[config.mk]
export PLATFORM = sky130hd
export DESIGN_NAME = source_text_tokenizer
export DESIGN_NICKNAME = d
export VERILOG_FILES = /design/src/hw/rtl/sst_pkg.sv /design/src/hw/rtl/source_text_tokenizer.sv
export SDC_FILE = /design/constraint.sdc
export NUM_CORES = 1
export LEC_CHECK = 0
export ABC_CLOCK_PERIOD_IN_PS = 6390
export BUFFER_PORTS_ARGS = -buffer_cell sky130_fd_sc_hd__buf_2
export CORE_UTILIZATION = 60
export CTS_BUF_LIST = sky130_fd_sc_hd__clkbuf_8
export CTS_CLUSTER_SIZE = 20
export DETAILED_ROUTE_END_ITERATION = 10
export GPL_TIMING_DRIVEN = 1
export PLACE_DENSITY = 0.85
export SLEW_MARGIN = 10
export SYNTH_ARGS = -nofsm -noshare
export SYNTH_HDL_FRONTEND = slang
export SYNTH_SLANG_ARGS = --single-unit
[constraint.sdc]
create_clock -name clk -period 6.39 [get_ports clk]
set_input_delay 0.9585 -clock clk [delete_from_list [all_inputs] [get_ports clk]]
set_output_delay 0.9585 -clock clk [all_outputs]
set_load 0.01 [all_outputs]
[src/hw/rtl/sst_pkg.sv]
`timescale 1ns / 1ps
// ----------------------------------------------------------------------------
// sst_pkg
// Types, constants and character classes for the source text tokenizer.
// ----------------------------------------------------------------------------
package sst_pkg;

	localparam int POS_W = 16;
	localparam logic [POS_W-1:0] POS_MAX = '1;

	localparam int F_NUM = 0;
	localparam int F_DOT = 1;
	localparam int F_ID  = 2;
	localparam int F_OP  = 3;

	localparam logic [7:0] CH_TAB = 8'h09;
	localparam logic [7:0] CH_LF  = 8'h0A;
	localparam logic [7:0] CH_CR  = 8'h0D;
	localparam logic [7:0] CH_SP  = 8'h20;

	typedef enum logic [2:0] {
		ERR_NONE   = 3'd0,
		ERR_BAD_OP = 3'd1,
		ERR_CHAR   = 3'd2,
		ERR_DOT2   = 3'd3,
		ERR_LETTER = 3'd4
	} err_t;

	typedef struct packed {
		logic        valid;
		logic [15:0] start;
		logic [15:0] length;
		err_t        err;
		logic        last;
	} res_t;

	function automatic logic is_space(input logic [7:0] c);
		return c == CH_SP || c == CH_CR || c == CH_TAB || c == CH_LF;
	endfunction

	function automatic logic is_punct(input logic [7:0] c);
		return is_space(c) || c == "." || c == "," || c == ":" || c == ";" ||
			c == "(" || c == ")" || c == "[" || c == "]" || c == "{" ||
			c == "}" || c == "\"" || c == "'";
	endfunction

	function automatic logic is_op_char(input logic [7:0] c);
		return c == "=" || c == "!" || c == "<" || c == ">" || c == "?" ||
			c == "/" || c == "*" || c == "+" || c == "-" || c == "^" ||
			c == "%" || c == "&" || c == "|";
	endfunction

	function automatic logic op_span_ok(input logic [1:0] cnt, input logic [15:0] opc);
		logic [7:0] a;
		logic [7:0] b;
		logic       ok;
		a  = opc[7:0];
		b  = opc[15:8];
		ok = 1'b0;
		if (cnt == 2'd1) begin
			ok = a == "=" || a == ">" || a == "<" || a == "*" || a == "/" ||
				a == "+" || a == "-" || a == "^" || a == "%" || a == "!" ||
				a == "?";
		end else if (cnt == 2'd2) begin
			if (b == "=") begin
				ok = a == "/" || a == "*" || a == "-" || a == "+" ||
					a == "=" || a == "!" || a == ">" || a == "<";
			end else begin
				ok = (a == "&" && b == "&") || (a == "|" && b == "|");
			end
		end
		return ok;
	endfunction

	function automatic logic [15:0] sat16(input logic [POS_W-1:0] x);
		logic [31:0] w;
		w = 32'(x);
		return (w > 32'h0000_FFFF) ? 16'hFFFF : w[15:0];
	endfunction

endpackage

[src/hw/rtl/source_text_tokenizer.sv]
`timescale 1ns / 1ps
// ----------------------------------------------------------------------------
// source_text_tokenizer
// Splits a character stream into token spans with error codes.
// ----------------------------------------------------------------------------
//  channel  | handshake            | word
//  ---------+----------------------+------------------------------------------
//  input    | in_valid / in_stall  | char_code, end_of_text
//  output   | out_valid / out_stall| token_valid, span_begin, span_size,
//           |                      | error_code, last_result
//
// One character is classified and the state updated in the cycle it is taken.
// Its 0 to 2 results enter a 4-entry result queue and leave one per cycle if
// not stalled, so the rate is one character per cycle with at most one result.
// in_stall is high while the queue has fewer than two free entries.
// Reset clears position, span, class and queue; queue payload is not reset.
module source_text_tokenizer import sst_pkg::*; (
	input  logic        clk,
	input  logic        arst_n,
	input  logic        in_valid,
	output logic        in_stall,
	input  logic [7:0]  char_code,
	input  logic        end_of_text,
	output logic        out_valid,
	input  logic        out_stall,
	output logic        token_valid,
	output logic [15:0] span_begin,
	output logic [15:0] span_size,
	output logic [2:0]  error_code,
	output logic        last_result
);

	logic [POS_W-1:0] pos_q, start_q, end_q;
	logic [3:0]       flags_q;
	logic [15:0]      opc_q;
	logic [1:0]       cnt_q;

	logic [POS_W-1:0] pos_n, start_n, end_n, nx, span_len;
	logic [3:0]       flags_n;
	logic [15:0]      opc_n, opc_b;
	logic [1:0]       cnt_n, cnt_b;
	logic             cap, flush_en, sec_en;
	logic             ci, cn, co;
	err_t             cerr;
	res_t             flush_res, sec_res, ent_a, ent_b;

	res_t             fifo_q [4];
	logic [1:0]       wr_q, rd_q;
	logic [2:0]       count_q;
	logic [1:0]       n_push;
	logic             acc_in, pop;

	assign nx       = (pos_q == POS_MAX) ? pos_q : pos_q + 1'b1;
	assign span_len = end_q - start_q;

	always_comb begin
		pos_n    = pos_q;
		start_n  = start_q;
		end_n    = end_q;
		flags_n  = flags_q;
		cnt_b    = cnt_q;
		opc_b    = opc_q;
		cap      = 1'b0;
		flush_en = 1'b0;
		sec_en   = 1'b0;
		ci       = (char_code >= "A" && char_code <= "Z") ||
			(char_code >= "a" && char_code <= "z") || char_code == "_";
		cn       = char_code >= "0" && char_code <= "9";
		co       = !ci && !cn && is_op_char(char_code);
		cerr     = ERR_NONE;
		sec_res  = '{valid: 1'b0, start: 16'h0, length: 16'h0, err: ERR_NONE, last: 1'b1};

		if (end_of_text) begin
			flush_en = span_len != '0;
			pos_n    = '0;
			start_n  = '0;
			end_n    = '0;
			flags_n  = '0;
			cnt_b    = '0;
			opc_b    = '0;
		end else if (is_punct(char_code)) begin
			if (char_code == "." && flags_q[F_NUM]) begin
				sec_en         = flags_q[F_DOT];
				sec_res.err    = ERR_DOT2;
				flags_n[F_DOT] = 1'b1;
				end_n          = nx;
				cap            = 1'b1;
			end else begin
				flush_en = span_len != '0;
				flags_n  = '0;
				if (!is_space(char_code)) begin
					sec_en         = 1'b1;
					sec_res.valid  = 1'b1;
					sec_res.start  = sat16(pos_q);
					sec_res.length = 16'd1;
				end
				start_n = nx;
				end_n   = nx;
				cnt_b   = '0;
				opc_b   = '0;
			end
			pos_n = nx;
		end else begin
			if (!ci && !cn && !co) cerr = ERR_CHAR;
			if (!flags_q[F_NUM] && !flags_q[F_ID] && !flags_q[F_OP]) begin
				flags_n[F_ID]  = ci;
				flags_n[F_NUM] = cn;
				flags_n[F_OP]  = co;
			end else if (ci && flags_q[F_NUM]) begin
				if (flags_q[F_DOT]) cerr = ERR_LETTER;
				flags_n[F_NUM] = 1'b0;
				flags_n[F_ID]  = 1'b1;
			end else if ((ci || cn) && flags_q[F_OP]) begin
				flush_en = span_len != '0;
				flags_n  = '0;
				flags_n[F_ID]  = ci;
				flags_n[F_NUM] = !ci;
				start_n  = pos_q;
				cnt_b    = '0;
				opc_b    = '0;
			end else if ((flags_q[F_ID] || flags_q[F_NUM]) && co) begin
				flush_en = span_len != '0;
				flags_n  = '0;
				flags_n[F_OP] = 1'b1;
				start_n  = pos_q;
				cnt_b    = '0;
				opc_b    = '0;
			end
			end_n       = nx;
			cap         = 1'b1;
			sec_en      = cerr != ERR_NONE;
			sec_res.err = cerr;
			pos_n       = nx;
		end

		opc_n = opc_b;
		cnt_n = cnt_b;
		if (cap) begin
			if (cnt_b == 2'd0) begin
				opc_n = {8'h00, char_code};
			end else if (cnt_b == 2'd1) begin
				opc_n = {char_code, opc_b[7:0]};
			end
			cnt_n = (cnt_b == 2'd3) ? cnt_b : cnt_b + 2'd1;
		end

		flush_res.valid  = 1'b1;
		flush_res.start  = sat16(start_q);
		flush_res.length = sat16(span_len);
		flush_res.err    = (flags_q[F_OP] && !op_span_ok(cnt_q, opc_q)) ? ERR_BAD_OP : ERR_NONE;
		flush_res.last   = !sec_en;

		ent_a  = flush_en ? flush_res : sec_res;
		ent_b  = sec_res;
		n_push = {1'b0, flush_en} + {1'b0, sec_en};
	end

	assign in_stall  = count_q > 3'd2;
	assign acc_in    = in_valid && !in_stall;
	assign out_valid = count_q != 3'd0;
	assign pop       = out_valid && !out_stall;

	always_ff @(posedge clk or negedge arst_n) begin
		if (!arst_n) begin
			pos_q   <= '0;
			start_q <= '0;
			end_q   <= '0;
			flags_q <= '0;
			opc_q   <= '0;
			cnt_q   <= '0;
			wr_q    <= '0;
			rd_q    <= '0;
			count_q <= '0;
		end else begin
			if (acc_in) begin
				pos_q   <= pos_n;
				start_q <= start_n;
				end_q   <= end_n;
				flags_q <= flags_n;
				opc_q   <= opc_n;
				cnt_q   <= cnt_n;
				wr_q    <= wr_q + n_push;
			end
			if (pop) rd_q <= rd_q + 2'd1;
			count_q <= count_q + (acc_in ? 3'(n_push) : 3'd0) - 3'(pop);
		end
	end

	always_ff @(posedge clk) begin
		if (acc_in) begin
			if (n_push != 2'd0) fifo_q[wr_q] <= ent_a;
			if (n_push == 2'd2) fifo_q[wr_q + 2'd1] <= ent_b;
		end
	end

	assign token_valid = fifo_q[rd_q].valid;
	assign span_begin  = fifo_q[rd_q].start;
	assign span_size   = fifo_q[rd_q].length;
	assign error_code  = fifo_q[rd_q].err;
	assign last_result = fifo_q[rd_q].last;

endmodule

==> flow_summary.ini, run 1 <==
[pwr]
switching_share_pct = 38.0
seq_power_share_pct = 39.4
switchingPower_uw = 2030
power.static_leakage_uw = 0.00486
power_uw = 5350
peakVddDrop_uv = 223
clockPowerShare_pct = 22.7
cellPowerDensity_mw_per_mm2 = 439
combPwrFrac_pct = 37.9
internal_power_uw = 3320

[status]
outcome = finished, violations left
violations = design-rule violations

[floorplan]
io_pins = 52
core-area_mm2 = 0.0181
dieArea_mm2 = 0.0192
start_util_pct = 61.7
die_w_um = 138
die_h_um = 138
row_count = 49

[grt]
grt_max_degree = 62
track_usage_pct = 29.6
grt_first_pass_wirelength_mm = 45.0
first_global_vias = 8333
antenna_found_initial = 1
grt_overflow = 0

[synth]
synth_compound_area_share_pct = 21.4
synthAdderAreaFrac_pct = 2.94
syn-num-nets = 1079
muxShareOfSynthArea_pct = 8.10
ys_seq_area_share_pct = 47.8
synthArstFlopShare_pct = 29.2
synthesis.instances = 1041
synth-seq-cells = 209
syn_area_per_cell_um2 = 10.7
synth_edf_count = 84
synthSimpleGateAreaFrac_pct = 13.9
synth_ff_type = edfxtp_1
synth_top_family_by_area = compound AO/OA/AOI/OAI gates
ys_warn_count = 0
netlist_area_mm2 = 0.0112
synth_xor_area_share_pct = 1.57
yosysUniqueCellTypes = 79

[timing]
max_freq_ghz = 0.177
rsz0062_at_grt = false
slew_viol_final = 0
tightest_slew_ns = 1.07
clock_skew_ns = 0.0262
relSlewSlack_pct = 28.5
fin_crit_sh_pct = 88.5
finalSetupTns_ns = 0
setup_viol = 0
timing_hold_violations_final = 0
final.min_clock_period_ns = 5.66

[setup_path]
crit_slowest_cell = nor4_1
critPathRequiredTime_ns = 6.78
cp_top_family = simple AND/OR/NAND/NOR gates
path_cells = inv_1 -> ha_1 -> fa_1 -> nand2b_1 -> a21oi_1 -> nor4_1 -> nor4_1 -> nor2_1 -> nand4b_1 -> or4_1 -> and2_4 -> inv_6 -> ha_1 -> or4_1 -> nor2_2 -> buf_4 -> a22o_1
crit_type = reg2reg
cp_slowest_stage_delay_ns = 0.76
cp_num_buf_inv = 3
worstPathArrival_ns = 6.04
crit_path_end_kind = flop
worstPathMaxFanout = 16
start_kind = flop

[clock_network]
clock_path_buffers = 3
htreeDepth = 2
path_clk_slew_ns = 0.06
clkSinkCount = 209
numCtsBuffers = 34
clock_latency_ns = 0.54
ctsHoldBuffers = 0
ctsResizeCount = 0
cts_tree = done
post_cts_buffers = 0
cts_root_buf = clkbuf_8

[final_layout]
fin_nets = 1106
final_layout_size_suffix_gt1_share_pct = 16.5
diodes = 0
area_delta_synth_final_pct = 9.30

[routing]
wl_mm = 28.6
vias = 8884
via_per_inst = 6.72
drt_first_pass_iters = 9
drt-initial-drc-count = 900
post_drt_wl_per_cell_um = 21.6
antenna_left = 0
drc_errors = 14

[place]
hpwl_mm = 18.9
port_buffers = 51
gp_congestion = 0.992

[job]
cap_viol_max_count = 0

[min_path]
hold_path.class = reg2reg
## cells in the final DEF (no fill, tap or decap), drive strengths merged, types with 6 or more instances in the layout
cell type  synthesis  routed
xnor2             11      11
o21a               7       7
nor3              24      24
nand2b            15      15
mux2i              6       6
nor2              65      65
a21oi             51      51
and2              22      22
inv               34      46
nor4               7       7
and3              14      14
or3               18      18
buf               22      67
mux4              37      37
a211oi            10      10
dfxtp             64      64
nand3             18      18
o21ai             65      65
a21o               7       7
edfxtp            84      84
nand2             81      81
clkbuf            54      48
xor2               9       9
ha                23      23
nor2b              9       9
o211ai             6       6
o22ai             14      14
dfrtp             61      61
nand4             10      10
a22o             122     122
## worst register-to-register path, delay by kind of cell (launching register included)
family                   cells  cell delay (ns)
flip-flops                   1             0.49
AND/OR/NAND/NOR              9             2.99
adder cells (fa/ha/maj)      3             0.95
AO/OA/AOI/OAI                2             0.54
buffers and inverters        3             0.55
## cell usage after synthesis (5+ instances only)
cell | instances | area, um2
and2_1 | 21 | 131
a211oi_1 | 9 | 67.6
buf_2 | 5 | 25.0
inv_1 | 33 | 124
xor2_1 | 9 | 78.8
buf_6 | 7 | 78.8
mux4_2 | 37 | 833
a21o_1 | 7 | 52.6
nand2_1 | 81 | 304
nor2_1 | 61 | 229
o21a_1 | 7 | 52.6
nand2b_1 | 15 | 93.8
o211ai_1 | 6 | 45.0
buf_1 | 8 | 30.0
xnor2_1 | 11 | 96.3
o21ai_0 | 56 | 280
or3_1 | 18 | 113
a21oi_1 | 50 | 250
mux2i_1 | 6 | 60.1
dfxtp_1 | 64 | 1280
nor3_1 | 24 | 120
nor2b_1 | 9 | 56.3
a22o_1 | 122 | 1070
clkbuf_1 | 54 | 203
ha_1 | 23 | 288
edfxtp_1 | 84 | 2520
dfrtp_1 | 61 | 1530
nor4_1 | 6 | 37.5
nand4_1 | 10 | 62.6
o21ai_1 | 5 | 25.0
and3_1 | 14 | 87.6
o22ai_1 | 14 | 87.6
a32o_1 | 5 | 50.1
nand3_1 | 18 | 90.1
## cell type report
cell class,instances,area (um2)
multi-input cells,722,5350
inverters,34,133
fillers,1318,5890
clock inverters,14,65.1
repair buffers,67,375
flip-flops and latches,209,5330
clock buffers,48,661
well taps,229,287
## per-layer routing
layer	up-vias	GRT usage, %	share of wire [%]
met4	2	11.4	2.7
met2	465	47.0	46
met5	-	0	0.046
li1	4037	-	-
met3	70	4.68	8.1
met1	4310	41.2	43
## sequential cells by signal, indices dropped and copies added, names as in the netlist, 3 cells and up
register  cells
count_q       3
end_q        16
fifo_q      148
flags_q       4
opc_q        16
start_q      16
## power by group through the flow
| stage | Combinational (uW) | Clock [uW] | Sequential (uW) |
|---|---|---|---|
| 5_1_grt | 2170 | 1280 | 2150 |
| 3_5_place_dp | 2000 | 0 | 2120 |
| 3_3_place_gp | 1960 | 0 | 2100 |
| 6_report | 2030 | 1210 | 2110 |
| 4_1_cts | 2010 | 1220 | 2100 |
| 2_1_floorplan | 1550 | 0 | 1930 |
## final timing paths
path                                from            end  slack [ns]  depth (start not counted)
min in group asynchronous         arst_n       opc_q[2]        0.61                          2
max in group asynchronous         arst_n        rd_q[0]        5.21                          2
max                             end_q[0]  fifo_q[0][34]        0.73                         17
min reg2reg                fifo_q[0][19]  fifo_q[0][19]        0.46                          2
min                        fifo_q[0][19]  fifo_q[0][19]        0.46                          2
max reg2reg                     end_q[0]  fifo_q[0][34]        0.73                         17
## kinds of logic after synthesis
logic type	count (synthesis)
muxes	44
buffers and inverters	110
xor gates and xnor gates	20
DFF	209
adders and majority gates	25
AOI/OAI and AO/OA	328
and+or+nand+nor	305
## metrics by stage
stage,util (%),instances,instance area (um2),hold slack [ns],setup WS (ns)
2_1_floorplan,-,1041,11200,0.420,1.29
3_3_place_gp,63.4,1261,11500,0.429,1.05
3_5_place_dp,63.4,1261,11500,0.442,0.844
4_1_cts,67.5,1323,12200,0.462,0.842
5_1_grt,67.5,1323,12200,0.485,0.531
6_report,67.5,1323,12200,0.463,0.734
Power figures use the tool's default switching activity.
==> run 2: changes to the inputs <==
--- a/config.mk
+++ b/config.mk
@@ -7,12 +7,14 @@
 export LEC_CHECK = 0
 export ABC_CLOCK_PERIOD_IN_PS = 6390
 export BUFFER_PORTS_ARGS = -buffer_cell sky130_fd_sc_hd__buf_2
+export CORE_MARGIN = 3
 export CORE_UTILIZATION = 60
 export CTS_BUF_LIST = sky130_fd_sc_hd__clkbuf_8
 export CTS_CLUSTER_SIZE = 20
 export DETAILED_ROUTE_END_ITERATION = 10
 export GPL_TIMING_DRIVEN = 1
 export PLACE_DENSITY = 0.85
+export RECOVER_POWER = 25
 export SLEW_MARGIN = 10
 export SYNTH_ARGS = -nofsm -noshare
 export SYNTH_HDL_FRONTEND = slang
==> run 2 against run 1 <==
First-iteration DRC count up 15%. Maximum frequency up 1.7%. The flow finishes with violations (max-capacitance violations, max-slew violations). Clock-buffer cell count down 11. Sequential power about the same. Via count down 0.68%. Largest power group unchanged. Critical path type unchanged.
==> flow_summary.ini, run 2 (synthesis results as in run 1) <==
[status]
outcome = finished, violations left
violations = max-capacitance violations, max-slew violations

[timing]
rsz0062_at_grt = false
clock_skew_ns = 0.0276
max_freq_ghz = 0.180
final.min_clock_period_ns = 5.56
relSlewSlack_pct = -128
fin_crit_sh_pct = 87.0
slew_viol_final = 101
timing_hold_violations_final = 0
hold_slack_ns = 0.459
fin_ws_ns = 0.830
setup_viol = 0
tightest_slew_ns = 3.42
finalSetupTns_ns = 0

[routing]
drt-initial-drc-count = 1036
antenna_left = 0
drc_errors = 0
wl_mm = 27.9
drt_first_pass_iters = 5
via_per_inst = 6.66
post_drt_wl_per_cell_um = 21.1
vias = 8824

[job]
cap_viol_max_count = 2

[setup_path]
worstPathArrival_ns = 6.02
critPathRequiredTime_ns = 6.85
worstPathMaxFanout = 17
crit_type = reg2reg
crit_path_end_kind = flop
start_kind = flop

[floorplan]
io_pins = 52
dieArea_mm2 = 0.0203
die_h_um = 142
start_util_pct = 61.5
row_count = 49
core-area_mm2 = 0.0181
die_w_um = 142

[min_path]
hold_path.class = reg2reg

[grt]
antenna_found_initial = 1
grt_first_pass_wirelength_mm = 44.6
grt_overflow = 0
grt_max_degree = 62
track_usage_pct = 27.6
first_global_vias = 8404

[clock_network]
post_cts_buffers = 0
clock_path_buffers = 3
htreeDepth = 2
ctsResizeCount = 0
cts_root_buf = clkbuf_8
clkSinkCount = 209
path_clk_slew_ns = 0.06
clock_latency_ns = 0.54
numCtsBuffers = 35
ctsHoldBuffers = 0
cts_tree = done

[place]
hpwl_mm = 18.8
gp_congestion = 1.04
pre_cts_ws_ns = 0.953
port_buffers = 51

[final_layout]
final_layout_size_suffix_gt1_share_pct = 15.4
layout_commonest_cell = a22o_1
ff_latch_area_mm2 = 0.00533
largest_register = fifo_q
mostFrequentLayoutCells = 122 x a22o_1, 84 x edfxtp_1, 81 x nand2_1
area_delta_synth_final_pct = 8.83
largest_register_ffs = 148
fill_cells = 1360
multi_input_area_mm2 = 0.00535
fin_nets = 1107

[pwr]
cellPowerDensity_mw_per_mm2 = 437
peakVddDrop_uv = 249
power.static_leakage_uw = 0.00485
## run 2: layout make-up
type                    count  share of cell area [%]
diodes                      1                  0.0206
flip-flops and latches    209                    43.9
clock buffers              37                    4.19
multi-input cells         722                    44.0
well taps                 229                    2.36
inverters                  34                    1.09
clock inverters            25                    1.40
repair buffers             67                    3.03
## run 2: metal layers
layer	share of wire [%]	GRT usage (%)	wire length, um
met5	0	0	0
met4	2.7	9.35	743
met3	9.5	6.01	2640
met2	46	43.7	12900
met1	42	38.2	11600
## run 2: metrics by stage
stage	cells	cell area (um2)	utilization, %	power (uW)
global route	1323	12100	66.9	5600
CTS	1323	12200	67.0	5280
floorplan	1041	11200	-	3480
finish	1324	12100	66.9	5310
detailed placement	1261	11500	63.2	4110
global placement	1261	11500	63.2	4040
## run 2: worst paths after layout
| kind | startpoint | end | slack (ns) | cells past startpoint |
|---|---|---|---|---|
| worst max-delay path | end_q[0] | fifo_q[0][14] | 0.83 | 17 |
| worst min-delay path | fifo_q[3][19] | fifo_q[3][19] | 0.46 | 2 |
| worst max register to register | end_q[0] | fifo_q[0][14] | 0.83 | 17 |
| worst min register to register | fifo_q[3][19] | fifo_q[3][19] | 0.46 | 2 |
| max in group asynchronous | arst_n | rd_q[0] | 2.53 | 2 |
| min in group asynchronous | arst_n | opc_q[5] | 1.69 | 2 |
## run 2: critical path, cell delays in order, from the launching register on
cell and delay [ns]:
dfrtp_1 0.48, inv_1 0.12, ha_1 0.23, fa_1 0.39, nand2b_1 0.18, a21oi_1 0.35
nor4_1 0.10, nor4_1 0.72, nor2_1 0.09, nand4b_1 0.12, or4_1 0.31, and2_4 0.24
inv_6 0.07, ha_1 0.29, or4_1 0.64, nor2_2 0.63, buf_4 0.35, a22o_1 0.17
## run 2: where the power goes
group	internal, uW	switching (uW)
clock network	625	537
logic	917	1120
registers	1740	374
